<file path="src/rtl/core/pdh_pkg.sv">
`default_nettype none
package pdh_pkg;
    localparam int MAX_ATOMS_A = 1024;
    localparam int MAX_ATOMS_B = 1024;
    localparam int NUM_BINS = 64;
    localparam int AW = $clog2(MAX_ATOMS_A);
    localparam int BW = $clog2(MAX_ATOMS_B);
    localparam int CAW = $clog2(MAX_ATOMS_A + 1);
    localparam int CBW = $clog2(MAX_ATOMS_B + 1);
    localparam int HW = (NUM_BINS > 1) ? $clog2(NUM_BINS) : 1;
    localparam int CW = 18;
    localparam int LW = 17;
    localparam int SQW = 38;   // sum of three 18 bit squares
    localparam int RW = 19;    // root width
    localparam int SQRT_STEPS = RW;
    localparam logic [20:0] COUNT_MAX = 21'd1048576;

    localparam logic [1:0] REQ_LOAD_A = 2'd0;
    localparam logic [1:0] REQ_LOAD_B = 2'd1;
    localparam logic [1:0] REQ_END    = 2'd2;

    localparam logic [2:0] REG_BOX_X = 3'd0;
    localparam logic [2:0] REG_BOX_Y = 3'd1;
    localparam logic [2:0] REG_BOX_Z = 3'd2;
    localparam logic [2:0] REG_BIN_W = 3'd3;
    localparam logic [2:0] REG_CUTOFF = 3'd4;

    typedef enum logic [2:0] {
        ST_IDLE, ST_PAIRS, ST_DRAIN, ST_REPORT
    } state_t;

    typedef struct packed {
        logic          valid;
        logic [RW-1:0] rem;    // remaining value, shrinks per bin cell
        logic [HW-1:0] bin;
        logic          in_range;
    } bin_tok_t;
endpackage
`default_nettype wire

</file>
<file path="src/rtl/core/pdh_sqrt_cell.sv">
`default_nettype none
// one restoring square-root step
module pdh_sqrt_cell (
    input  wire logic                      clk,
    input  wire logic                      rst_n,
    input  wire logic                      in_valid,
    input  wire logic [pdh_pkg::SQW-1:0]   in_v,
    input  wire logic [pdh_pkg::RW-1:0]    in_root,
    input  wire logic [pdh_pkg::SQW+1:0]   in_rem,
    output logic                           out_valid,
    output logic [pdh_pkg::SQW-1:0]        out_v,
    output logic [pdh_pkg::RW-1:0]         out_root,
    output logic [pdh_pkg::SQW+1:0]        out_rem
);
    logic [pdh_pkg::SQW+1:0] shifted;
    logic [pdh_pkg::SQW+1:0] trial;
    logic [pdh_pkg::SQW+1:0] diff;
    always_comb
    begin
        shifted = {in_rem[pdh_pkg::SQW-1:0], in_v[pdh_pkg::SQW-1 -: 2]};
        trial = {{(pdh_pkg::SQW+2-pdh_pkg::RW-2){1'b0}}, in_root, 2'b01};
        diff = shifted - trial;
    end
    always_ff @(posedge clk or negedge rst_n)
    begin
        if (!rst_n)
            out_valid <= 1'b0;
        else
            out_valid <= in_valid;
    end
    always_ff @(posedge clk)
    begin
        out_v <= {in_v[pdh_pkg::SQW-3:0], 2'b00};
        if (shifted >= trial)
        begin
            out_rem <= diff;
            out_root <= {in_root[pdh_pkg::RW-2:0], 1'b1};
        end
        else
        begin
            out_rem <= shifted;
            out_root <= {in_root[pdh_pkg::RW-2:0], 1'b0};
        end
    end
endmodule
`default_nettype wire

</file>
<file path="config.mk">
export PLATFORM = sky130hd
export DESIGN_NAME = pdh_sqrt_cell
export DESIGN_NICKNAME = d
export VERILOG_FILES = /design/src/rtl/core/pdh_pkg.sv /design/src/rtl/core/pdh_sqrt_cell.sv
export SDC_FILE = /design/constraint.sdc
export NUM_CORES = 1
export LEC_CHECK = 0
export BUFFER_PORTS_ARGS = -buffer_cell sky130_fd_sc_hd__buf_4
export CAP_MARGIN = 20
export CORE_AREA = 2 2 97 109
export CTS_CLUSTER_DIAMETER = 30
export DETAILED_ROUTE_END_ITERATION = 7
export DIE_AREA = 0 0 99 111
export PLACE_DENSITY = 0.82
export REMOVE_ABC_BUFFERS = 1
export SKIP_CTS_REPAIR_TIMING = 1
export SYNTH_ARGS = -nofsm -noshare
export SYNTH_HDL_FRONTEND = slang
export SYNTH_SLANG_ARGS = --single-unit
</file>
<file path="constraint.sdc">
create_clock -name clk -period 0.8 [get_ports clk]
set_input_delay 0.16 -clock clk [delete_from_list [all_inputs] [get_ports clk]]
set_output_delay 0.16 -clock clk [all_outputs]
set_load 0.005 [all_outputs]
</file>
==> out/metrics.csv, run 1 <==
stage,metric,value,unit
synthesis,synthesized_area_per_cell,9.72,sq um
power,power.static_leakage,3.73,nW
route,drt_drc_violations_left,0,
global_route,antenna_found_initial,0,
sta,top_achievable_clock_speed,476,MHz
cts,cts_buffers,9,
placed_design,routabilityCongestion,0.881,
cts,htree_levels,3,
cts,clock_tree_from_tritoncts,yes,
power,pwr-share-clk,32.5,%
setup_path,worst_setup_path_end_kind,register,
layout,fillers,552,
floorplan,die_area,11000,sq um
synthesis,leading_cell_types_by_count_after_synthesis,"sky130_fd_sc_hd__dfxtp_1 (95), sky130_fd_sc_hd__nand2_1 (37), sky130_fd_sc_hd__inv_1 (28)",
setup_path,required,1.04,ns
placed_design,dp_slack,-1.71,ns
route,totalWireLength,16200,um
global_route,first_pass_grt_wire_length,18500,um
power,total_internal_power,10.1,mW
status,failed_checks,negative setup slack,
synthesis,main_area_contributors_after_synthesis,"sky130_fd_sc_hd__dfxtp_1 (49%), sky130_fd_sc_hd__ha_1 (6.8%), sky130_fd_sc_hd__xor2_1 (5.2%)",
setup_path,critical_path_peak_fanout,7,
floorplan,design.core.area,10000,sq um
power,power-per-cell-area,1710,nW/um^2
placed_design,placement.io_buffers,193,
sta,timing.final.crit_period,2.10,ns
sta,final_critical_path_setup_slack,-1.30,ns
power,share_comb_of_total_power,28.0,%
global_route,grt_use_total,20.7,%
global_route,grt.overflow.total,0,
status,outcome,"complete, but fails checks",
layout,antenna_cells,0,
cts,clkSlewWorstSetupHoldPaths,0.08,ns
synthesis,synth_edf_count,0,
global_route,number_of_global_route_vias_before_repair,4027,
sta,min_period_over_period,263,%
route,vias,4598,
route,dr.first_iter.drc_count,304,
synthesis,post_synth_num_cell_types,57,
sta,finalSetupViolations,137,
setup_path,critPathKind,in2reg,
layout,layout-area-overhead-vs-synth,110,%
synthesis,number_of_instances_in_the_synthesized_netlist,400,
worst_hold_path,min-delay-path-class,in2reg,
route,ant_nets,0,
floorplan,die-width,99,um
cts,cts-root-to-sink-buffers,2,
route,route.detailed.wl_per_inst,18.0,um
placed_design,dp.final_hpwl,9430,um
sta,slew_violations,0,
power,swShare,27.5,%
flow_run,timing.max_cap.violations,0,
floorplan,io-pin-count,198,
route,drt_first_pass_iters,6,
floorplan,initial_utilization,38.8,%
synthesis,synth_sequential_area_ratio,49.6,%
synthesis,synth_top_area_share,48.9,%
setup_path,startpoint,in_root[8],
cts,clkSinkCount,96,
floorplan,die_y,111,um
synthesis,synth-seq-cells,96,
cts,cts.root.buffer_cell,sky130_fd_sc_hd__clkbuf_16,
sta,slew_of_the_pin_with_the_lowest_slew_margin,0.565,ns
synthesis,synth-warning-count,0,
sta,rsz0062_at_grt,true,
sta,hold_viol_final,0,
setup_path,worstPathArrival,2.34,ns
floorplan,floorplan.rows,39,
route,drt-vias-per-instance,5.11,
synthesis,yosysTopAreaCell,sky130_fd_sc_hd__dfxtp_1,
setup_path,critPathCapture,out_rem[25],
sta,slew_headroom,62.0,%
synthesis,most_frequent_cell_after_synthesis,sky130_fd_sc_hd__dfxtp_1,
power,netSwitchingPower,3.84,mW
power,sequentialPowerShare,39.4,%
synthesis,synth_async_sr_flop_share,1.04,%
global_route,grt_max_degree,21,
layout,drive_gt1_share,62.5,%
synthesis,ys_dominant_reg_cell,sky130_fd_sc_hd__dfxtp_1,
power,ir_drop,1.00,mV
synthesis,synth.cell_area,3890,sq um
layout,nNetsFinal,892,
layout,post-route-util,81.7,%
setup_path,start_kind,primary input,
-- state kept, by name (all words and copies together) (netlist names) --
| name | count |
|---|---|
| out_v | 36 |
| out_rem | 40 |
| out_root | 19 |
| out_valid | 1 |
-- per-stage QoR --
step | hold WS, ns | TNS (ns) | total power [mW] | cell area [sq um] | std cells
finish | 0.0114 | -61.56 | 14.0 | 8170 | 899
global route | 0.0112 | -66.63 | 14.5 | 8170 | 899
floorplan | -0.136 | -59.37 | 6.46 | 3800 | 388
detailed placement | -0.0633 | -63.70 | 8.38 | 6250 | 818
global placement | -0.0644 | -61.50 | 8.32 | 6250 | 818
CTS | -0.436 | -62.80 | 12.9 | 6570 | 834
-- final cells by class --
cell class	instances	area, sq um	area share (%)
clock buffer	9	225	2.76
inverter	29	119	1.45
sequential	96	2010	24.6
clock inverter	7	85.1	1.04
multi-input combinational	264	2260	27.7
tap	123	154	1.88
timing repair buffer	371	3320	40.6
-- worst max-delay path, stage by stage --
cell	delay, ns
sky130_fd_sc_hd__buf_4	0.09
sky130_fd_sc_hd__inv_1	0.08
sky130_fd_sc_hd__ha_4	0.32
sky130_fd_sc_hd__nand4_1	0.17
sky130_fd_sc_hd__nor2_2	0.20
sky130_fd_sc_hd__nand3_2	0.15
sky130_fd_sc_hd__a31o_4	0.28
sky130_fd_sc_hd__a2111oi_4	0.33
sky130_fd_sc_hd__buf_4	0.20
sky130_fd_sc_hd__buf_12	0.15
sky130_fd_sc_hd__nor2_1	0.06
sky130_fd_sc_hd__xor2_1	0.14
-- power groups by stage --
stage	logic (mW)	registers [mW]	clock network [mW]
after floorplan	0.952	5.51	0
after global placement	2.86	5.46	0
after detailed placement	2.91	5.47	0
after CTS	2.93	5.36	4.58
after global routing	4.14	5.54	4.80
final	3.92	5.51	4.54
-- kinds of logic (layout without fill, tap and decap cells) --
| group | count (synthesis) | count (layout) | share of synthesized area [%] |
|---|---|---|---|
| fa+ha+maj | 21 | 21 | 6.76 |
| flops | 96 | 96 | 49.6 |
| compound gates | 91 | 91 | 15.2 |
| xor+xnor | 38 | 38 | 8.56 |
| simple gates | 111 | 112 | 14.6 |
| buf+inv | 42 | 416 | 5.22 |
| other cells | 1 | 2 | 0.0965 |
-- worst min-delay path by stage --
stage / from / endpoint / slack [ns] / cells after the start
2_1_floorplan: rst_n / out_valid / -0.14 / 0
3_3_place_gp: rst_n / out_valid / -0.06 / 1
3_5_place_dp: rst_n / out_valid / -0.06 / 1
4_1_cts: rst_n / out_valid / -0.44 / 1
5_1_grt: in_rem[0] / out_rem[2] / 0.01 / 3
6_report: in_rem[1] / out_rem[3] / 0.01 / 3
-- cells in the final DEF (no fill, tap or decap), types with 13 or more instances in the layout --
master and instances:
sky130_fd_sc_hd__xor2_1 23, sky130_fd_sc_hd__buf_6 78, sky130_fd_sc_hd__inv_1 21, sky130_fd_sc_hd__a21oi_1 21, sky130_fd_sc_hd__buf_4 229, sky130_fd_sc_hd__nor2_1 21
sky130_fd_sc_hd__o21ai_2 14, sky130_fd_sc_hd__nand2_1 24, sky130_fd_sc_hd__o21ai_0 13, sky130_fd_sc_hd__dlygate4sd3_1 55, sky130_fd_sc_hd__dfxtp_2 64, sky130_fd_sc_hd__xnor2_1 15
sky130_fd_sc_hd__dfxtp_1 31
-- layer usage --
layer  routed length [um]  global-route usage [%]  vias up
li1                     -                       -     2119
met1                 5910                    24.0     2171
met2                 8540                    37.6      256
met3                 1160                    4.35       52
met4                  548                    6.76        0
met5                    0                       0        -
Note: power is estimated with default switching activity, not from simulation.
==> inputs of run 2 (changes only) <==
- clock period: 0.8 -> 2.12 ns (I/O delays scaled with it)
==> run 2 against run 1 <==
Net effect: the run still ends with negative setup slack left; critical path depth decreased by 4; flip-flop and latch count unchanged; non-clock buffer count decreased by 59; cell area decreased by 11%; cell count decreased by 6.7%.
==> out/metrics.csv, run 2 (same netlist as run 1, synthesis figures left out) <==
stage,metric,value,unit,change
route,drt_drc_violations_left,0,,unchanged
sta,rsz0062_at_grt,true,,
layout,layoutNonFillerInstCount,839,,-6.7%
worst_hold_path,worst_hold_path.endpoint,out_v[18],,
cts,clkSinkCount,96,,unchanged
cts,cts-root-to-sink-buffers,2,,unchanged
cts,htree_levels,3,,unchanged
sta,slew_of_the_pin_with_the_lowest_slew_margin,0.572,ns,+0.00717 ns
layout,regArea,1930,sq um,-4.0%
worst_hold_path,worst_hold_startpoint,in_v[16],,
placed_design,post-place-cells,808,,-1.2%
setup_path,worstPathBufferInverterCount,2,,-2
setup_path,critical_path.max_stage_delay,0.52,ns,+0.19 ns
layout,layout.cells.most_common,sky130_fd_sc_hd__buf_4,,
global_route,first_pass_grt_wire_length,18500,um,about the same
route,met2_wirelength,6820,um,-20%
floorplan,initial_utilization,38.8,%,unchanged
route,routedLengthMet1,4950,um,-16%
floorplan,io-pin-count,198,,unchanged
floorplan,die_y,111,um,unchanged
sta,timing.final.crit_period,2.28,ns,
setup_path,slowest_cp_cell,sky130_fd_sc_hd__or4_4,,
global_route,number_of_global_route_vias_before_repair,4007,,-0.50%
layout,biggestRegsByFlops,"out_rem: 40 flops, out_v: 36 flops, out_root: 19 flops",,
setup_path,worst_setup_path_end_kind,register,,
floorplan,die-width,99,um,unchanged
global_route,grt_max_degree,21,,unchanged
setup_path,critPathKind,in2reg,,
worst_hold_path,min-delay-path-class,in2reg,,
placed_design,routabilityCongestion,0.890,,+0.99%
floorplan,die_area,11000,sq um,unchanged
sta,slew_violations,0,,unchanged
floorplan,floorplan.rows,39,,unchanged
sta,top_achievable_clock_speed,438,MHz,
global_route,grt_use_total,20.7,%,-0.042 points
placed_design,dp_slack,-0.655,ns,+1.05 ns
sta,hold_viol_final,0,,unchanged
route,ant_nets,0,,unchanged
route,dr.first_iter.drc_count,216,,-29%
route,totalWireLength,13100,um,-19%
floorplan,design.core.area,10000,sq um,unchanged
route,met3WireLength,964,um,-17%
layout,largest_reg_flops,40,,unchanged
worst_hold_path,min_delay_path_depth,1,,-2
cts,cts_buffers,9,,unchanged
sta,finalSetupViolations,32,,-77%
layout,drive_gt1_share,57.1,%,-5.4 points
status,failed_checks,negative setup slack,,
sta,min_period_over_period,108,%,
placed_design,dp.final_hpwl,9440,um,+0.14%
layout,antenna_cells,0,,unchanged
layout,nNetsFinal,832,,-6.7%
route,drt-vias-per-instance,5.04,,-1.5%
sta,slew_headroom,61.5,%,-0.43 points
cts,clkSlewWorstSetupHoldPaths,0.07,ns,about the same
layout,layout_common_cells,"sky130_fd_sc_hd__buf_4 (290), sky130_fd_sc_hd__dfxtp_1 (95), sky130_fd_sc_hd__nand2_1 (27)",,
sta,final_critical_path_setup_slack,-0.161,ns,+1.14 ns
power,power.static_leakage,3.38,nW,-9.5%
sta,tns,-3.04,ns,+58.51 ns
flow_run,timing.max_cap.violations,0,,unchanged
cts,cts.root.buffer_cell,sky130_fd_sc_hd__clkbuf_16,,
route,top_layer_used,met4,,
power,ir_drop,0.365,mV,-64%
setup_path,start_kind,primary input,,
setup_path,critical_path_peak_fanout,3,,-4
setup_path,required,2.39,ns,+1.35 ns
status,outcome,"complete, but fails checks",,
layout,multiInputGateArea,2260,sq um,about the same
cts,clock_tree_from_tritoncts,yes,,
setup_path,cell_breakdown_of_the_critical_path,"buf_6, or4_4, or3_4, nor3_4, inv_1, or4_1, nor4_2, xor2_1",,
setup_path,worstPathArrival,2.55,ns,+0.21 ns
layout,layout-area-overhead-vs-synth,86.1,%,
placed_design,placement.io_buffers,193,,unchanged
setup_path,startpoint,in_rem[26],,
global_route,grt.overflow.total,0,,unchanged
route,drt_first_pass_iters,4,,-2
setup_path,cpLargestDelayFamily,simple AND/OR/NAND/NOR gates,,
power,power-per-cell-area,673,nW/um^2,-61%
route,vias,4227,,-8.1%
layout,register_bank_with_the_most_flops,out_rem,,
route,route.detailed.wl_per_inst,15.7,um,-13%
global_route,antenna_found_initial,0,,unchanged
layout,fillers,697,,+26%
-- run 2: changes by cell type in the layout (fill, tap and decap cells not counted), moves of 3 or more --
cell                            delta
sky130_fd_sc_hd__buf_4            +61
sky130_fd_sc_hd__buf_6            -63
sky130_fd_sc_hd__dfxtp_1          +64
sky130_fd_sc_hd__dfxtp_2          -64
sky130_fd_sc_hd__dlygate4sd3_1    -54
sky130_fd_sc_hd__ha_4              +3
sky130_fd_sc_hd__nand2_1           +3
-- run 2: cell type report --
cell class                      instances  share of cell area [%]
Sequential cell                        96                    26.6
Timing Repair Buffer                  312                    34.2
Multi-Input combinational cell        263                    31.3
Inverter                               29                    1.68
Clock inverter                          7                   0.917
Tap cell                              123                    2.13
Clock buffer                            9                    3.11
-- run 2: how the worst max path moves through the flow --
| stage | to | slack, ns | depth (start not counted) |
|---|---|---|---|
| floorplan | out_rem[21] | -0.60 | 7 |
| global placement | out_rem[33] | -0.60 | 12 |
| detailed placement | out_rem[21] | -0.66 | 11 |
| CTS | out_rem[21] | -0.29 | 11 |
| global route | out_rem[33] | -0.25 | 9 |
| finish | out_rem[34] | -0.16 | 8 |
-- run 2: metrics by stage --
| stage | total power [mW] | cell area (sq um) | util [%] | hold WS (ns) |
|---|---|---|---|---|
| floorplan | 2.44 | 3800 | - | 0.128 |
| global placement | 3.12 | 6180 | 61.8 | 0.200 |
| detailed placement | 3.15 | 6180 | 61.8 | 0.200 |
| CTS | 4.71 | 6470 | 64.7 | -0.174 |
| global route | 5.07 | 7230 | 72.3 | 0.160 |
| finish | 4.87 | 7230 | 72.3 | 0.172 |
-- run 2: metal layers --
metal	vias to the layer above	GRT usage [%]
li1	2002	-
met1	1984	23.6
met2	202	37.1
met3	39	4.67
met4	0	7.95
met5	-	0
-- run 2: power breakdown --
part	total, mW	switching [mW]	internal [mW]
clock network	1.57	0.751	0.818
registers	2.02	0.0506	1.97
logic	1.28	0.537	0.742
total	4.87	1.34	3.53
==> inputs of run 3 (changes only) <==
- CORE_AREA: 2 2 97 109 -> 2 2 92 103
- DIE_AREA: 0 0 99 111 -> 0 0 94 105
- PLACE_DENSITY: 0.82 -> 0.89
==> run 3 against run 2 <==
Net effect: via count increased by 0.95%; the flow still finishes with violations (negative setup slack); utilization increased by 6.1 points; die area decreased by 10%; critical path type unchanged; largest cell class unchanged; sequential power about the same; combinational power decreased by 6%; cell count decreased by 1.8%.
==> out/metrics.csv, run 3 (same netlist as run 1, synthesis figures left out) <==
stage,metric,value,unit,change
status,outcome,"complete, but fails checks",,
status,failed_checks,negative setup slack,,
worst_hold_path,min-delay-path-class,in2reg,,
power,power,4.57,mW,-6.2%
floorplan,die_area,9870,sq um,-10%
cts,clkSinkCount,96,,unchanged
global_route,first_pass_grt_wire_length,19400,um,+4.9%
floorplan,design.core.area,8780,sq um,-12%
placed_design,dp.final_hpwl,9760,um,+3.3%
power,ir_drop,0.377,mV,+3.3%
cts,cts_buffers,9,,unchanged
setup_path,critPathKind,in2reg,,
layout,biggestRegsByFlops,"out_rem: 40 flops, out_v: 36 flops, out_root: 19 flops",,
global_route,grt_max_degree,21,,unchanged
layout,layoutNonFillerInstCount,824,,-1.8%
layout,layout.cells.most_common,sky130_fd_sc_hd__buf_4,,
sta,top_achievable_clock_speed,440,MHz,+0.29%
layout,drive_gt1_share,53.7,%,-3.5 points
sta,final_critical_path_setup_slack,-0.154,ns,+0.00666 ns
setup_path,critical_path_peak_fanout,7,,+4
power,power.static_leakage,3.27,nW,-3.1%
sta,slew_of_the_pin_with_the_lowest_slew_margin,0.667,ns,+0.0950 ns
route,dr.first_iter.drc_count,183,,-15%
setup_path,startpoint,in_root[10],,
sta,slew_violations,0,,unchanged
route,drt-vias-per-instance,5.18,,+2.8%
flow_run,timing.max_cap.violations,0,,unchanged
global_route,grt.overflow.total,0,,unchanged
placed_design,post-place-cells,796,,-1.5%
cts,cts-root-to-sink-buffers,2,,unchanged
route,ant_nets,0,,unchanged
route,vias,4267,,+0.95%
power,power-per-cell-area,663,nW/um^2,-1.5%
setup_path,required,2.42,ns,+0.03 ns
cts,htree_levels,3,,unchanged
cts,clkSlewWorstSetupHoldPaths,0.09,ns,+0.02 ns
route,totalWireLength,13600,um,+3.1%
global_route,antenna_found_initial,0,,unchanged
sta,hold_viol_final,0,,unchanged
floorplan,die-width,94,um,-5.1%
cts,cts.root.buffer_cell,sky130_fd_sc_hd__clkbuf_8,,
placed_design,routabilityCongestion,0.867,,-2.6%
layout,layout-area-overhead-vs-synth,77.2,%,
placed_design,placement.io_buffers,193,,unchanged
placed_design,detailed_place.area,6160,sq um,-0.34%
layout,post-route-util,78.4,%,+6.1 points
cts,clock_tree_from_tritoncts,yes,,
floorplan,floorplan.rows,36,,-7.7%
route,route.detailed.wl_per_inst,16.4,um,+5.0%
route,drt_drc_violations_left,0,,unchanged
floorplan,die_y,105,um,-5.4%
layout,register_bank_with_the_most_flops,out_rem,,
setup_path,worst_setup_path_end_kind,register,,
layout,antenna_cells,0,,unchanged
sta,timing.final.crit_period,2.27,ns,-0.00667 ns
setup_path,critical_path.max_stage_delay,0.41,ns,-0.11 ns
sta,rsz0062_at_grt,true,,
sta,slew_headroom,55.1,%,-6.4 points
setup_path,slowest_cp_cell,sky130_fd_sc_hd__ha_1,,
layout,layout.cell_area.non_filler,6890,sq um,-4.8%
setup_path,cell_breakdown_of_the_critical_path,"buf_4, inv_1, ha_1, nand2_1, nor2_1, nand3_1, o2111ai_4, nor2_4, buf_4, a2111oi_4, xor2_1",,
global_route,number_of_global_route_vias_before_repair,4187,,+4.5%
placed_design,dp_slack,-0.702,ns,-0.0464 ns
setup_path,start_kind,primary input,,
layout,nNetsFinal,826,,-0.72%
sta,finalSetupViolations,38,,+19%
floorplan,io-pin-count,198,,unchanged
route,drt_first_pass_iters,6,,+2
layout,layout_common_cells,"sky130_fd_sc_hd__buf_4 (294), sky130_fd_sc_hd__dfxtp_1 (95), sky130_fd_sc_hd__nand2_1 (33)",,
sta,min_period_over_period,107,%,-0.31 points
setup_path,worstPathArrival,2.58,ns,+0.03 ns
layout,largest_reg_flops,40,,unchanged
floorplan,initial_utilization,44.2,%,+5.4 points
setup_path,critPathCapture,out_rem[23],,
setup_path,cpMostUsedCell,sky130_fd_sc_hd__buf_4,,
global_route,grt_use_total,24.6,%,+4.0 points
[run 3: how the worst min path moves through the flow]
stage	endpoint	slack, ns	start	cells after the start
floorplan	out_valid	0.13	rst_n	0
global placement	out_valid	0.20	rst_n	1
detailed placement	out_valid	0.20	rst_n	1
CTS	out_valid	-0.20	rst_n	1
global route	out_v[7]	0.14	in_v[5]	1
finish	out_v[25]	0.15	in_v[23]	1
[run 3: per-layer routing]
metal	GRT usage [%]	share of wire, %	vias to the layer above
met3	4.61	6.4	62
li1	-	-	1984
met4	13.4	4.7	0
met2	44.8	52	222
met1	26.3	37	1999
met5	0	0	-
[run 3: stage by stage]
step | TNS [ns] | hold WS (ns)
6_report | -2.96 | 0.154
5_1_grt | -5.76 | 0.145
4_1_cts | -5.11 | -0.198
3_5_place_dp | -20.20 | 0.201
3_3_place_gp | -17.46 | 0.199
2_1_floorplan | -16.07 | 0.128
[run 3: cell type report]
cell class / count / area, sq um
Timing Repair Buffer: 306 / 2350
Inverter: 29 / 109
Clock buffer: 10 / 138
Tap cell: 114 / 143
Clock inverter: 6 / 90.1
Multi-Input combinational cell: 263 / 2130
Sequential cell: 96 / 1930
Fill cell: 527 / 1900
[run 3: worst max-delay path: cells and delay by family]
| kind | cells | cell delay [ns] |
|---|---|---|
| buf+inv | 3 | 0.28 |
| xor+xnor | 1 | 0.18 |
| compound gates | 2 | 0.66 |
| simple gates | 4 | 0.61 |
| fa+ha+maj | 1 | 0.41 |
[run 3: report_power, final]
group	internal [mW]	switching, mW	total (mW)
clock network	0.700	0.641	1.34
logic	0.683	0.519	1.20
registers	1.97	0.0536	2.02
total	3.35	1.21	4.57
