`config.mk`:
```
export PLATFORM = sky130hd
export DESIGN_NAME = pdh_bin_cell
export DESIGN_NICKNAME = d
export VERILOG_FILES = /design/src/rtl/core/pdh_pkg.sv /design/src/rtl/core/pdh_bin_cell.sv
export SDC_FILE = /design/constraint.sdc
export NUM_CORES = 1
export LEC_CHECK = 0
export BUFFER_PORTS_ARGS = -buffer_cell sky130_fd_sc_hd__buf_2
export CAP_MARGIN = 20
export CORE_ASPECT_RATIO = 0.8
export CORE_MARGIN = 2
export CORE_UTILIZATION = 40
export DETAILED_ROUTE_END_ITERATION = 16
export HOLD_SLACK_MARGIN = 0.03
export MAX_ROUTING_LAYER = met4
export PLACE_DENSITY = 0.69
export SETUP_SLACK_MARGIN = 0.15
export SKIP_CTS_REPAIR_TIMING = 1
export SLEW_MARGIN = 5
export SYNTH_ARGS = -nofsm -noshare
export SYNTH_HDL_FRONTEND = slang
export SYNTH_SLANG_ARGS = --single-unit
```
`constraint.sdc`:
```
create_clock -name clk -period 5.7 [get_ports clk]
set_clock_uncertainty 0.15 [all_clocks]
set_input_delay 0.285 -clock clk [delete_from_list [all_inputs] [get_ports clk]]
set_output_delay 0.285 -clock clk [all_outputs]
set_load 0.02 [all_outputs]
```
`src/rtl/core/pdh_pkg.sv`:
```
`default_nettype none
package pdh_pkg;
    localparam int MAX_ATOMS_A = 1024;
    localparam int MAX_ATOMS_B = 1024;
    localparam int NUM_BINS = 64;
    localparam int AW = $clog2(MAX_ATOMS_A);
    localparam int BW = $clog2(MAX_ATOMS_B);
    localparam int CAW = $clog2(MAX_ATOMS_A + 1);
    localparam int CBW = $clog2(MAX_ATOMS_B + 1);
    localparam int HW = (NUM_BINS > 1) ? $clog2(NUM_BINS) : 1;
    localparam int CW = 18;
    localparam int LW = 17;
    localparam int SQW = 38;   // sum of three 18 bit squares
    localparam int RW = 19;    // root width
    localparam int SQRT_STEPS = RW;
    localparam logic [20:0] COUNT_MAX = 21'd1048576;

    localparam logic [1:0] REQ_LOAD_A = 2'd0;
    localparam logic [1:0] REQ_LOAD_B = 2'd1;
    localparam logic [1:0] REQ_END    = 2'd2;

    localparam logic [2:0] REG_BOX_X = 3'd0;
    localparam logic [2:0] REG_BOX_Y = 3'd1;
    localparam logic [2:0] REG_BOX_Z = 3'd2;
    localparam logic [2:0] REG_BIN_W = 3'd3;
    localparam logic [2:0] REG_CUTOFF = 3'd4;

    typedef enum logic [2:0] {
        ST_IDLE, ST_PAIRS, ST_DRAIN, ST_REPORT
    } state_t;

    typedef struct packed {
        logic          valid;
        logic [RW-1:0] rem;    // remaining value, shrinks per bin cell
        logic [HW-1:0] bin;
        logic          in_range;
    } bin_tok_t;
endpackage
`default_nettype wire

```
`src/rtl/core/pdh_bin_cell.sv`:
```
`default_nettype none
// one histogram bin: checks its range, counts, hands remainder onward; clears or shifts its count for the report
module pdh_bin_cell (
    input  wire logic                   clk,
    input  wire logic                   rst_n,
    input  wire logic [pdh_pkg::RW-1:0] bin_width,
    input  wire logic [pdh_pkg::HW-1:0] my_bin,
    input  wire pdh_pkg::bin_tok_t      tok_in,
    output pdh_pkg::bin_tok_t           tok_out,
    input  wire logic                   clear,
    input  wire logic                   shift,
    input  wire logic [20:0]            cnt_in,
    output logic [20:0]                 cnt
);
    logic hit;
    always_comb
        hit = tok_in.valid && tok_in.in_range && (tok_in.rem < bin_width);
    always_ff @(posedge clk or negedge rst_n)
    begin
        if (!rst_n)
        begin
            cnt <= '0;
            tok_out <= '0;
        end
        else
        begin
            tok_out.valid <= tok_in.valid && !hit && tok_in.in_range;
            tok_out.in_range <= tok_in.in_range;
            tok_out.rem <= tok_in.rem - bin_width;
            tok_out.bin <= my_bin;
            if (clear)
                cnt <= '0;
            else if (shift)
                cnt <= cnt_in;
            else if (hit && cnt < pdh_pkg::COUNT_MAX)
                cnt <= cnt + 21'd1;
        end
    end
endmodule
`default_nettype wire

```
==> flow_metrics.py, run 1 <==
metrics = {
    "synthesis": {
        "synth_largest_area_cell": "sky130_fd_sc_hd__dfrtp_1",
        "ys_warnings": 0,
        "synth_async_sr_flop_share_pct": 100,
        "mappedNetlistArea_um2": 2940,
        "seq_area_frac_synth_pct": 40.8,
        "syn_area_per_cell_um2": 9.34,
        "yosys.cell_types.count": 48,
        "syn_nets": 413,
        "synth.top_cells.by_count": "sky130_fd_sc_hd__dfrtp_1, sky130_fd_sc_hd__inv_1, sky130_fd_sc_hd__a21oi_1",
        "synth_seq_cells": 48,
        "synth_top_cells_by_area": "sky130_fd_sc_hd__dfrtp_1, sky130_fd_sc_hd__ha_1, sky130_fd_sc_hd__xnor2_1",
        "count_of_flip_flops_with_a_built_in_enable_after_synthesis": 0,
        "syn-instance-count": 315,
        "synthFlopType": "sky130_fd_sc_hd__dfrtp_1",
        "synth.most_common_cell": "sky130_fd_sc_hd__dfrtp_1",
        "yosys.area.top_type_share_pct": 40.8,
    },
    "detailed_routing": {
        "drt_iter0_drc": 88,
        "totalWireLength_um": 6910,
        "drcViolationCount": 0,
        "post_drt_wl_per_cell_um": 13.1,
        "vias_per_cell": 5.00,
        "routed_antenna_nets": 0,
        "detail_route.first_pass.iterations": 4,
        "vias": 2638,
    },
    "timing": {
        "report.final.slew_viol_count": 0,
        "setup_repair_after_global_routing_missed_its_margin": "no",
        "setup_violations": 0,
        "endpoints_failing_hold": 0,
        "final_period_minus_worst_setup_slack_ns": 2.94,
        "tns_ns": 0,
        "finalCritPeriodShare_pct": 51.7,
        "timing.fmax_mhz": 340,
        "worst-slew-pin-transition_ns": 0.933,
        "max_slew_margin_pct": 37.7,
    },
    "setup_path": {
        "setup.worst_path.start_class": "input port",
        "required_ns": 5.74,
        "worst_r2r_startpoint": "cnt[20]",
        "end_of_the_worst_register_to_register_path": "cnt[8]",
        "r2r_setup_slack_ns": 3.40,
        "crit_type": "input port to register",
        "crit_arrival_ns": 2.99,
        "endpoint_kind": "register",
        "cell_count_of_the_worst_reg_to_reg_path": 5,
        "critPathMaxFanout": 22,
    },
    "floorplanning": {
        "io-pin-count": 125,
        "core-area_um2": 6990,
        "dieArea_um2": 8060,
        "die_h_um": 80.7,
        "std_cell_rows": 27,
        "floorplan.initialDensity_pct": 42.1,
        "die_w_um": 99.9,
    },
    "placement": {
        "placedInstanceArea_um2": 3600,
        "numPortBuffers": 118,
        "dp_hpwl_um": 5230,
        "gp_routability_congestion": 0.881,
    },
    "grt": {
        "grt_pass1_wl_um": 10700,
        "grt_antenna_before_repair": 0,
        "overflow": 0,
        "via_count_of_the_first_global_routing_pass": 2314,
        "grt_max_degree": 49,
        "grtUsageTotal_pct": 17.2,
    },
    "job": {
        "drv.max_cap_violation_count": 0,
    },
    "hold_path": {
        "min_path_type": "input port to register",
        "min_delay_worst_endpoint": "cnt[8]",
        "worst_hold_start": "cnt_in[8]",
        "whs_path_depth": 2,
    },
    "clock_network": {
        "numCtsBuffers": 5,
        "cts_tree": "built",
        "clk_transition_reported_paths_ns": 0.09,
        "ctsLongestPathBuffers": 2,
        "cts_sinks": 48,
        "clock_insertion_delay_worst_skew_ns": 0.29,
        "clock_tree.root_cell": "sky130_fd_sc_hd__clkbuf_8",
        "cts.htree.levels": 2,
    },
    "run_status": {
        "run_status": "finished clean",
    },
    "finish": {
        "drive_above_1_share_pct": 31.3,
        "num-nets-final": 538,
        "final-seq-area_um2": 1200,
        "stdcell_area_um2": 3820,
        "area_taken_by_multi_input_logic_gates_um2": 1560,
        "antenna-diode-count": 0,
        "final_util_pct": 54.7,
        "nFillCells": 651,
        "synthToLayoutAreaGrowth_pct": 30.0,
    },
    "power_and_ir_drop": {
        "worst_ir_drop_vdd_mv": 0.134,
        "power.density_nw_per_um2": 245,
        "power.leakage_uw": 0.00196,
    },
}
## power breakdown
part           leakage, uW  internal, uW  switching [uW]
clock network    0.0000645           155             111
logic              0.00130           107             163
registers         0.000593           380            19.7
## cells by family after synthesis
family / share of synthesized area, %
adder cells (fa/ha/maj): 9.19
multiplexers: 0.681
flip-flops: 40.8
buffers and inverters: 6.17
XOR/XNOR: 8.93
AO/OA/AOI/OAI: 17.6
AND/OR/NAND/NOR: 16.6
## registers in the layout, indices dropped and copies added, names as in the netlist
name	flops
tok_out	27
cnt	21
## how the worst max path moves through the flow
| stage | from | endpoint |
|---|---|---|
| after floorplan | bin_width[4] | cnt[18] |
| final | bin_width[14] | cnt[8] |
| after detailed placement | bin_width[14] | cnt[8] |
| after global routing | bin_width[14] | cnt[8] |
| after CTS | bin_width[14] | cnt[8] |
| after global placement | bin_width[14] | cnt[8] |
## metrics by stage
stage               hold slack, ns  instances  setup WS [ns]  total power [uW]
floorplan                   -0.161        315           3.30               574
global placement             0.244        511           2.42               666
detailed placement           0.246        511           2.44               671
CTS                        -0.0657        519           2.75               942
global route                0.0618        528           2.50               998
finish                      0.0691        528           2.76               936
## worst max-delay path: stages
cell and delay [ns]:
sky130_fd_sc_hd__buf_2 0.07, sky130_fd_sc_hd__inv_1 0.03, sky130_fd_sc_hd__ha_1 0.36, sky130_fd_sc_hd__a21oi_1 0.32, sky130_fd_sc_hd__o21ai_0 0.14, sky130_fd_sc_hd__a22oi_1 0.26
sky130_fd_sc_hd__nand4_2 0.65, sky130_fd_sc_hd__nor4_1 0.52, sky130_fd_sc_hd__xor2_1 0.13, sky130_fd_sc_hd__a22o_1 0.21
## final cells by class
cell class	instances	area share [%]
timing repair buffer	127	18.1
clock buffer	7	2.52
multi-input combinational	221	40.8
sequential	48	31.4
inverter	37	3.63
tap	87	2.85
clock inverter	1	0.785
## per-layer routing
layer	GRT usage, %	vias to the layer above	wire length [um]
met5	-	-	0
met4	4.38	0	47
met3	3.57	5	425
met2	26.4	92	3140
met1	23.4	1200	3300
li1	-	1341	-
## cell usage in the layout (no fill, tap or decap), types with 2 or more instances in the layout
master                          instances
sky130_fd_sc_hd__dlygate4sd3_1          8
sky130_fd_sc_hd__nand2_1               24
sky130_fd_sc_hd__a22o_1                 2
sky130_fd_sc_hd__nand2b_1               3
sky130_fd_sc_hd__o21a_1                 3
sky130_fd_sc_hd__nor3_1                 8
sky130_fd_sc_hd__o21ai_0               12
sky130_fd_sc_hd__clkbuf_8               7
sky130_fd_sc_hd__ha_1                  20
sky130_fd_sc_hd__and3_1                 2
sky130_fd_sc_hd__inv_1                 37
sky130_fd_sc_hd__a211oi_1               8
sky130_fd_sc_hd__xnor2_1               22
sky130_fd_sc_hd__a21oi_1               27
sky130_fd_sc_hd__buf_2                118
sky130_fd_sc_hd__mux2i_1                2
sky130_fd_sc_hd__a31oi_1                3
sky130_fd_sc_hd__o21bai_1               5
sky130_fd_sc_hd__xor2_1                 8
sky130_fd_sc_hd__nand3_1                8
sky130_fd_sc_hd__dfrtp_1               48
sky130_fd_sc_hd__or3_1                  2
sky130_fd_sc_hd__a21o_1                 5
sky130_fd_sc_hd__nand4_1                4
sky130_fd_sc_hd__nor4_1                 2
sky130_fd_sc_hd__nor4_4                 3
sky130_fd_sc_hd__nor3_2                 2
sky130_fd_sc_hd__nor2_1                26
(Power assumes the default switching activity.)
==> run 2, diff against run 1 <==
==> constraint.sdc (replaced) <==
create_clock -name clk -period 2.8 [get_ports clk]
set_clock_uncertainty 0.15 [all_clocks]
set_input_delay 0.14 -clock clk [delete_from_list [all_inputs] [get_ports clk]]
set_output_delay 0.14 -clock clk [all_outputs]
set_load 0.02 [all_outputs]
==> run 2 against run 1 <==
  * Final area is 5.3% higher
  * Highest routed layer unchanged
  * Total power is 93% higher
  * Register-to-register slack worse by 2.7 ns
  * Count of clock-buffer cells in the layout is 1 higher
==> flow_metrics.py, run 2 (synthesis gave the netlist of run 1 again) <==
metrics = {
    "detailed_routing": {
        "totalWireLength_um": 7270,
        "detail_route.first_pass.iterations": 4,
        "vias": 2775,
        "drcViolationCount": 0,
        "routed_antenna_nets": 0,
        "drt_iter0_drc": 183,
        "vias_per_cell": 5.02,
        "post_drt_wl_per_cell_um": 13.1,
    },
    "setup_path": {
        "crit_type": "input port to register",
        "crit_arrival_ns": 2.29,
        "endpoint_kind": "register",
        "critPathMaxFanout": 22,
        "required_ns": 2.83,
        "setup.worst_path.start_class": "input port",
    },
    "finish": {
        "drive_above_1_share_pct": 30.0,
        "most-common-layout-cells": "sky130_fd_sc_hd__buf_2, sky130_fd_sc_hd__dfrtp_1, sky130_fd_sc_hd__inv_1",
        "regMostFlops": "tok_out",
        "final_common_cell": "sky130_fd_sc_hd__buf_2",
        "largest_registers": "tok_out (27), cnt (21)",
        "num-nets-final": 563,
        "final_util_pct": 57.6,
        "antenna-diode-count": 0,
        "largest_reg_flops": 27,
        "stdcell_area_um2": 4030,
        "synthToLayoutAreaGrowth_pct": 37.0,
    },
    "run_status": {
        "run_status": "finished clean",
    },
    "clock_network": {
        "cts_tree": "built",
        "cts_sinks": 48,
        "numCtsBuffers": 5,
        "cts.htree.levels": 2,
        "clock_insertion_delay_worst_skew_ns": 0.29,
        "clock_tree.root_cell": "sky130_fd_sc_hd__clkbuf_8",
        "clk_transition_reported_paths_ns": 0.08,
        "ctsLongestPathBuffers": 2,
    },
    "hold_path": {
        "min_path_type": "input port to register",
    },
    "timing": {
        "endpoints_failing_hold": 0,
        "max_slew_margin_pct": 55.3,
        "setup_violations": 0,
        "final_period_minus_worst_setup_slack_ns": 2.26,
        "setup_repair_after_global_routing_missed_its_margin": "no",
        "timing.fmax_mhz": 442,
        "tns_ns": 0,
        "worst-slew-pin-transition_ns": 0.671,
        "finalWorstSetupSlack_ns": 0.538,
        "finalCritPeriodShare_pct": 80.8,
        "report.final.slew_viol_count": 0,
    },
    "grt": {
        "grt_max_degree": 30,
        "grt_antenna_before_repair": 0,
        "grtUsageTotal_pct": 17.7,
        "overflow": 0,
        "via_count_of_the_first_global_routing_pass": 2385,
        "grt_pass1_wl_um": 11100,
    },
    "floorplanning": {
        "floorplan.initialDensity_pct": 42.1,
        "std_cell_rows": 27,
        "io-pin-count": 125,
        "core-area_um2": 6990,
        "die_w_um": 99.9,
        "die_h_um": 80.7,
        "dieArea_um2": 8060,
    },
    "job": {
        "drv.max_cap_violation_count": 0,
    },
    "placement": {
        "numPortBuffers": 118,
        "placement.setup.worst_slack_ns": 0.256,
        "placedInstanceArea_um2": 3650,
        "gp_routability_congestion": 0.874,
        "dp_hpwl_um": 5450,
    },
    "power_and_ir_drop": {
        "power.density_nw_per_um2": 449,
        "worst_ir_drop_vdd_mv": 0.197,
        "power.leakage_uw": 0.00205,
    },
}
-- run 2: cell types whose count changed in the layout (fill, tap and decap cells not counted), sizes merged --
cell / delta
buf: +4
bufinv: -1
clkbuf: +1
dlygate4sd3: +21
-- run 2: layer usage --
layer / part of all wire, % / track usage, % / up-vias
met5: 0 / - / -
met4: 0.96 / 3.56 / 0
met3: 5.7 / 3.39 / 8
met2: 45 / 27.3 / 104
met1: 48 / 24.4 / 1275
li1: - / - / 1388
-- run 2: report_power, final --
group / total, uW / leakage, uW / internal (uW) / switching [uW]
clock: 416 / 0.0000455 / 202 / 214
combinational: 576 / 0.00141 / 242 / 334
sequential: 818 / 0.000593 / 774 / 43.9
-- run 2: cell type report --
type	instances	area, um2
timing repair buffer	152	931
inverter	37	139
clock buffer	8	90.1
fill	645	2960
tap	87	109
sequential	48	1200
multi-input combinational	221	1560
-- run 2: through the flow --
| step | power, uW | hold WS [ns] | std cells |
|---|---|---|---|
| 2_1_floorplan | 1170 | -0.306 | 315 |
| 3_3_place_gp | 1370 | 0.0557 | 516 |
| 3_5_place_dp | 1380 | 0.0666 | 516 |
| 4_1_cts | 1800 | -0.258 | 524 |
| 5_1_grt | 1930 | 0.0343 | 553 |
| 6_report | 1810 | 0.0155 | 553 |
-- run 2: final timing paths --
path	from	endpoint	slack (ns)	cells after the start
hold / removal	cnt_in[10]	cnt[10]	0.02	3
min in group asynchronous	rst_n	cnt[15]	0.26	2
setup / recovery	bin_width[16]	cnt[8]	0.54	11
max in group asynchronous	rst_n	tok_out[3]	1.62	3
setup reg to reg	cnt[9]	cnt[19]	0.66	7
hold reg to reg	cnt[19]	cnt[19]	0.44	2
-- run 2: worst max-delay path, cell delays in order --
cell and delay [ns]:
sky130_fd_sc_hd__buf_2 0.07, sky130_fd_sc_hd__inv_1 0.03, sky130_fd_sc_hd__ha_1 0.38, sky130_fd_sc_hd__a21oi_2 0.28, sky130_fd_sc_hd__o21bai_1 0.09, sky130_fd_sc_hd__a22oi_1 0.29
sky130_fd_sc_hd__nand4_2 0.16, sky130_fd_sc_hd__buf_12 0.20, sky130_fd_sc_hd__nor4_1 0.28, sky130_fd_sc_hd__xor2_1 0.13, sky130_fd_sc_hd__a22o_1 0.21
==> run 3, diff against run 2 <==
--- a/config.mk
+++ b/config.mk
@@ -5,6 +5,7 @@
 export SDC_FILE = /design/constraint.sdc
 export NUM_CORES = 1
 export LEC_CHECK = 0
+export ABC_AREA = 1
 export BUFFER_PORTS_ARGS = -buffer_cell sky130_fd_sc_hd__buf_2
 export CAP_MARGIN = 20
 export CORE_ASPECT_RATIO = 0.8
@@ -13,7 +14,7 @@
 export DETAILED_ROUTE_END_ITERATION = 16
 export HOLD_SLACK_MARGIN = 0.03
 export MAX_ROUTING_LAYER = met4
-export PLACE_DENSITY = 0.69
+export PLACE_DENSITY = 0.66
 export SETUP_SLACK_MARGIN = 0.15
 export SKIP_CTS_REPAIR_TIMING = 1
 export SLEW_MARGIN = 5
==> constraint.sdc (replaced) <==
create_clock -name clk -period 2.26 [get_ports clk]
set_clock_uncertainty 0.15 [all_clocks]
set_input_delay 0.113 -clock clk [delete_from_list [all_inputs] [get_ports clk]]
set_output_delay 0.113 -clock clk [all_outputs]
set_load 0.02 [all_outputs]
==> run 3 against run 2 <==
  * Die area up 21%
  * Largest cell class unchanged
  * Core utilization decreased by 5.0 points
  * Final area grew 12%
  * Clock power grew 57%
  * Final cell count grew 41%
  * Count of clock-buffer cells in the layout shrank 3
  * Non-clock buffer count is 16 lower
  * Global-route usage increased by 2.7 points
  * Setup slack got worse by 0.14 ns
==> flow_metrics.py, run 3 <==
metrics = {
    "power_and_ir_drop": {
        "sequentialPowerShare_pct": 40.9,
        "power.density_nw_per_um2": 565,
        "power_frac_comb_pct": 33.5,
        "finalPower_uw": 2560,
        "switching_power_uw": 934,
        "clock_power_share_pct": 25.6,
        "p_sw_share_pct": 36.5,
        "power.leakage_uw": 0.00259,
        "cell_internal_pwr_uw": 1620,
        "worst_ir_drop_vdd_mv": 0.281,
    },
    "grt": {
        "grtUsageTotal_pct": 20.4,
        "global_route.usage.met2_pct": 31.6,
        "use_met3_pct": 2.95,
        "overflow": 0,
        "grt_most_used_layer": "met2",
        "grt_max_degree": 35,
        "grt_util_met1_pct": 28.3,
        "grt_pass1_wl_um": 15200,
        "via_count_of_the_first_global_routing_pass": 3302,
        "grt_antenna_before_repair": 0,
    },
    "synthesis": {
        "syn-instance-count": 537,
        "synth.most_common_cell": "sky130_fd_sc_hd__nand2_1",
        "count_of_flip_flops_with_a_built_in_enable_after_synthesis": 0,
        "synth_seq_cells": 48,
        "yosys.cell_types.count": 33,
        "synth.top_cells.by_count": "sky130_fd_sc_hd__nand2_1, sky130_fd_sc_hd__nor2_1, sky130_fd_sc_hd__inv_1",
        "seq_area_frac_synth_pct": 33.5,
        "syn_area_per_cell_um2": 6.67,
        "syn_nets": 635,
        "synth_largest_area_cell": "sky130_fd_sc_hd__dfrtp_1",
        "yosys.area.top_type_share_pct": 33.5,
        "synth_async_sr_flop_share_pct": 100,
        "synthFlopType": "sky130_fd_sc_hd__dfrtp_1",
        "mappedNetlistArea_um2": 3580,
        "synth_top_cells_by_area": "sky130_fd_sc_hd__dfrtp_1, sky130_fd_sc_hd__nand2_1, sky130_fd_sc_hd__nor2_1",
        "ys_warnings": 0,
    },
    "detailed_routing": {
        "drt_iter0_drc": 235,
        "post_drt_wl_per_cell_um": 12.2,
        "totalWireLength_um": 9530,
        "detail_route.first_pass.iterations": 8,
        "drcViolationCount": 0,
        "routed_antenna_nets": 0,
        "vias_per_cell": 4.71,
        "vias": 3677,
    },
    "setup_path": {
        "critical_path_depth": 11,
        "cell_count_of_the_worst_reg_to_reg_path": 11,
        "required_ns": 2.35,
        "crit_arrival_ns": 1.96,
        "endpoint_kind": "register",
        "cp_top_family": "simple AND/OR/NAND/NOR gates",
        "worstPathBufferInverterCount": 0,
        "timing.critical_path.slowest_stage_cell": "sky130_fd_sc_hd__dfrtp_1",
        "critical_path.max_stage_delay_ns": 0.42,
        "setup.worst_path.start_class": "register",
        "timing.critical_path.cells": "ha_1 -> nand2_1 -> nor2_4 -> nand2_2 -> nor2_4 -> nand2_1 -> nand2_1 -> nand2_1 -> a21oi_1 -> nand2_1 -> nand2_1",
        "crit_type": "register to register",
        "cpMostUsedCell": "sky130_fd_sc_hd__nand2_1",
        "critPathMaxFanout": 6,
    },
    "clock_network": {
        "cts_tree": "built",
        "clock_tree.root_cell": "sky130_fd_sc_hd__clkbuf_8",
        "numCtsBuffers": 5,
        "clk_transition_reported_paths_ns": 0.09,
        "cts.htree.levels": 2,
        "ctsLongestPathBuffers": 2,
        "clock_insertion_delay_worst_skew_ns": 0.31,
        "cts_sinks": 48,
    },
    "finish": {
        "antenna-diode-count": 0,
        "largest_reg_flops": 27,
        "final_cells": 781,
        "synthToLayoutAreaGrowth_pct": 26.3,
        "final_common_cell": "sky130_fd_sc_hd__nand2_1",
        "final-seq-area_um2": 1200,
        "regMostFlops": "tok_out",
        "area_taken_by_multi_input_logic_gates_um2": 2020,
        "most-common-layout-cells": "sky130_fd_sc_hd__nand2_1, sky130_fd_sc_hd__buf_2, sky130_fd_sc_hd__nor2_1",
        "drive_above_1_share_pct": 22.1,
        "num-nets-final": 766,
        "nFillCells": 866,
        "largest_registers": "tok_out (27), cnt (21)",
    },
    "timing": {
        "final.hold.worst_slack_ns": 0.0244,
        "setup_violations": 0,
        "final_period_minus_worst_setup_slack_ns": 1.86,
        "setup_repair_after_global_routing_missed_its_margin": "no",
        "tns_ns": 0,
        "endpoints_failing_hold": 0,
        "report.final.slew_viol_count": 0,
        "worst-slew-pin-transition_ns": 0.533,
        "timing.fmax_mhz": 537,
        "max_slew_margin_pct": 64.5,
        "finalCritPeriodShare_pct": 82.5,
    },
    "floorplanning": {
        "floorplan.initialDensity_pct": 41.7,
        "io-pin-count": 125,
        "dieArea_um2": 9740,
        "die_w_um": 110,
        "die_h_um": 88.7,
        "std_cell_rows": 30,
        "core-area_um2": 8600,
    },
    "placement": {
        "gp_routability_congestion": 0.880,
        "numPortBuffers": 118,
        "place_inst": 762,
        "dp_hpwl_um": 7450,
    },
    "hold_path": {
        "whs_path_depth": 5,
        "min_path_type": "input port to register",
    },
    "job": {
        "drv.max_cap_violation_count": 0,
    },
    "run_status": {
        "run_status": "finished clean",
    },
}
==> run 3: cell families after synthesis <==
family | synth area share [%]
adder cells (fa/ha/maj) | 7.54
buffers and inverters | 10.3
flip-flops | 33.5
AND/OR/NAND/NOR | 36.5
AO/OA/AOI/OAI | 6.56
XOR/XNOR | 5.62
==> run 3: power groups by stage <==
| stage | clock [uW] | combinational [uW] | sequential [uW] |
|---|---|---|---|
| after floorplan | 0 | 392 | 1200 |
| after global placement | 0 | 830 | 1060 |
| after detailed placement | 0 | 840 | 1060 |
| after CTS | 673 | 844 | 1050 |
| after global routing | 708 | 954 | 1060 |
| final | 655 | 856 | 1050 |
==> run 3: through the flow <==
stage	instance area, um2	utilization (%)	setup slack [ns]
2_1_floorplan	3580	-	0.415
3_3_place_gp	4300	50.0	0.238
3_5_place_dp	4300	50.0	0.158
4_1_cts	4410	51.3	0.323
5_1_grt	4530	52.6	0.159
6_report	4530	52.6	0.396
==> run 3: final timing paths <==
kind                                 from         end  slack, ns
worst max-delay path               cnt[1]     cnt[18]       0.40
worst min-delay path            cnt_in[1]      cnt[1]       0.02
worst max register to register     cnt[1]     cnt[18]       0.40
worst min register to register     cnt[3]      cnt[3]       0.44
max in group asynchronous           rst_n     cnt[12]       1.17
min in group asynchronous           rst_n  tok_out[1]       0.16
==> run 3: layer usage <==
| layer | wire length, um | share of wire (%) |
|---|---|---|
| met1 | 4730 | 50 |
| met2 | 4180 | 44 |
| met3 | 545 | 5.7 |
| met4 | 66 | 0.69 |
| met5 | 0 | 0 |
==> run 3: worst min-delay path, cell delays in order <==
cell and delay (ns):
sky130_fd_sc_hd__buf_2 0.07, sky130_fd_sc_hd__nor2_1 0.05, sky130_fd_sc_hd__nor2_1 0.10, sky130_fd_sc_hd__nand2_1 0.06, sky130_fd_sc_hd__nand2_1 0.06
==> run 3: area by class of cell <==
class	instances	area share (%)
inverter	80	6.64
multi-input combinational	397	44.5
timing repair buffer	136	16.6
tap	112	3.10
clock inverter	3	1.02
sequential	48	26.5
clock buffer	5	1.52
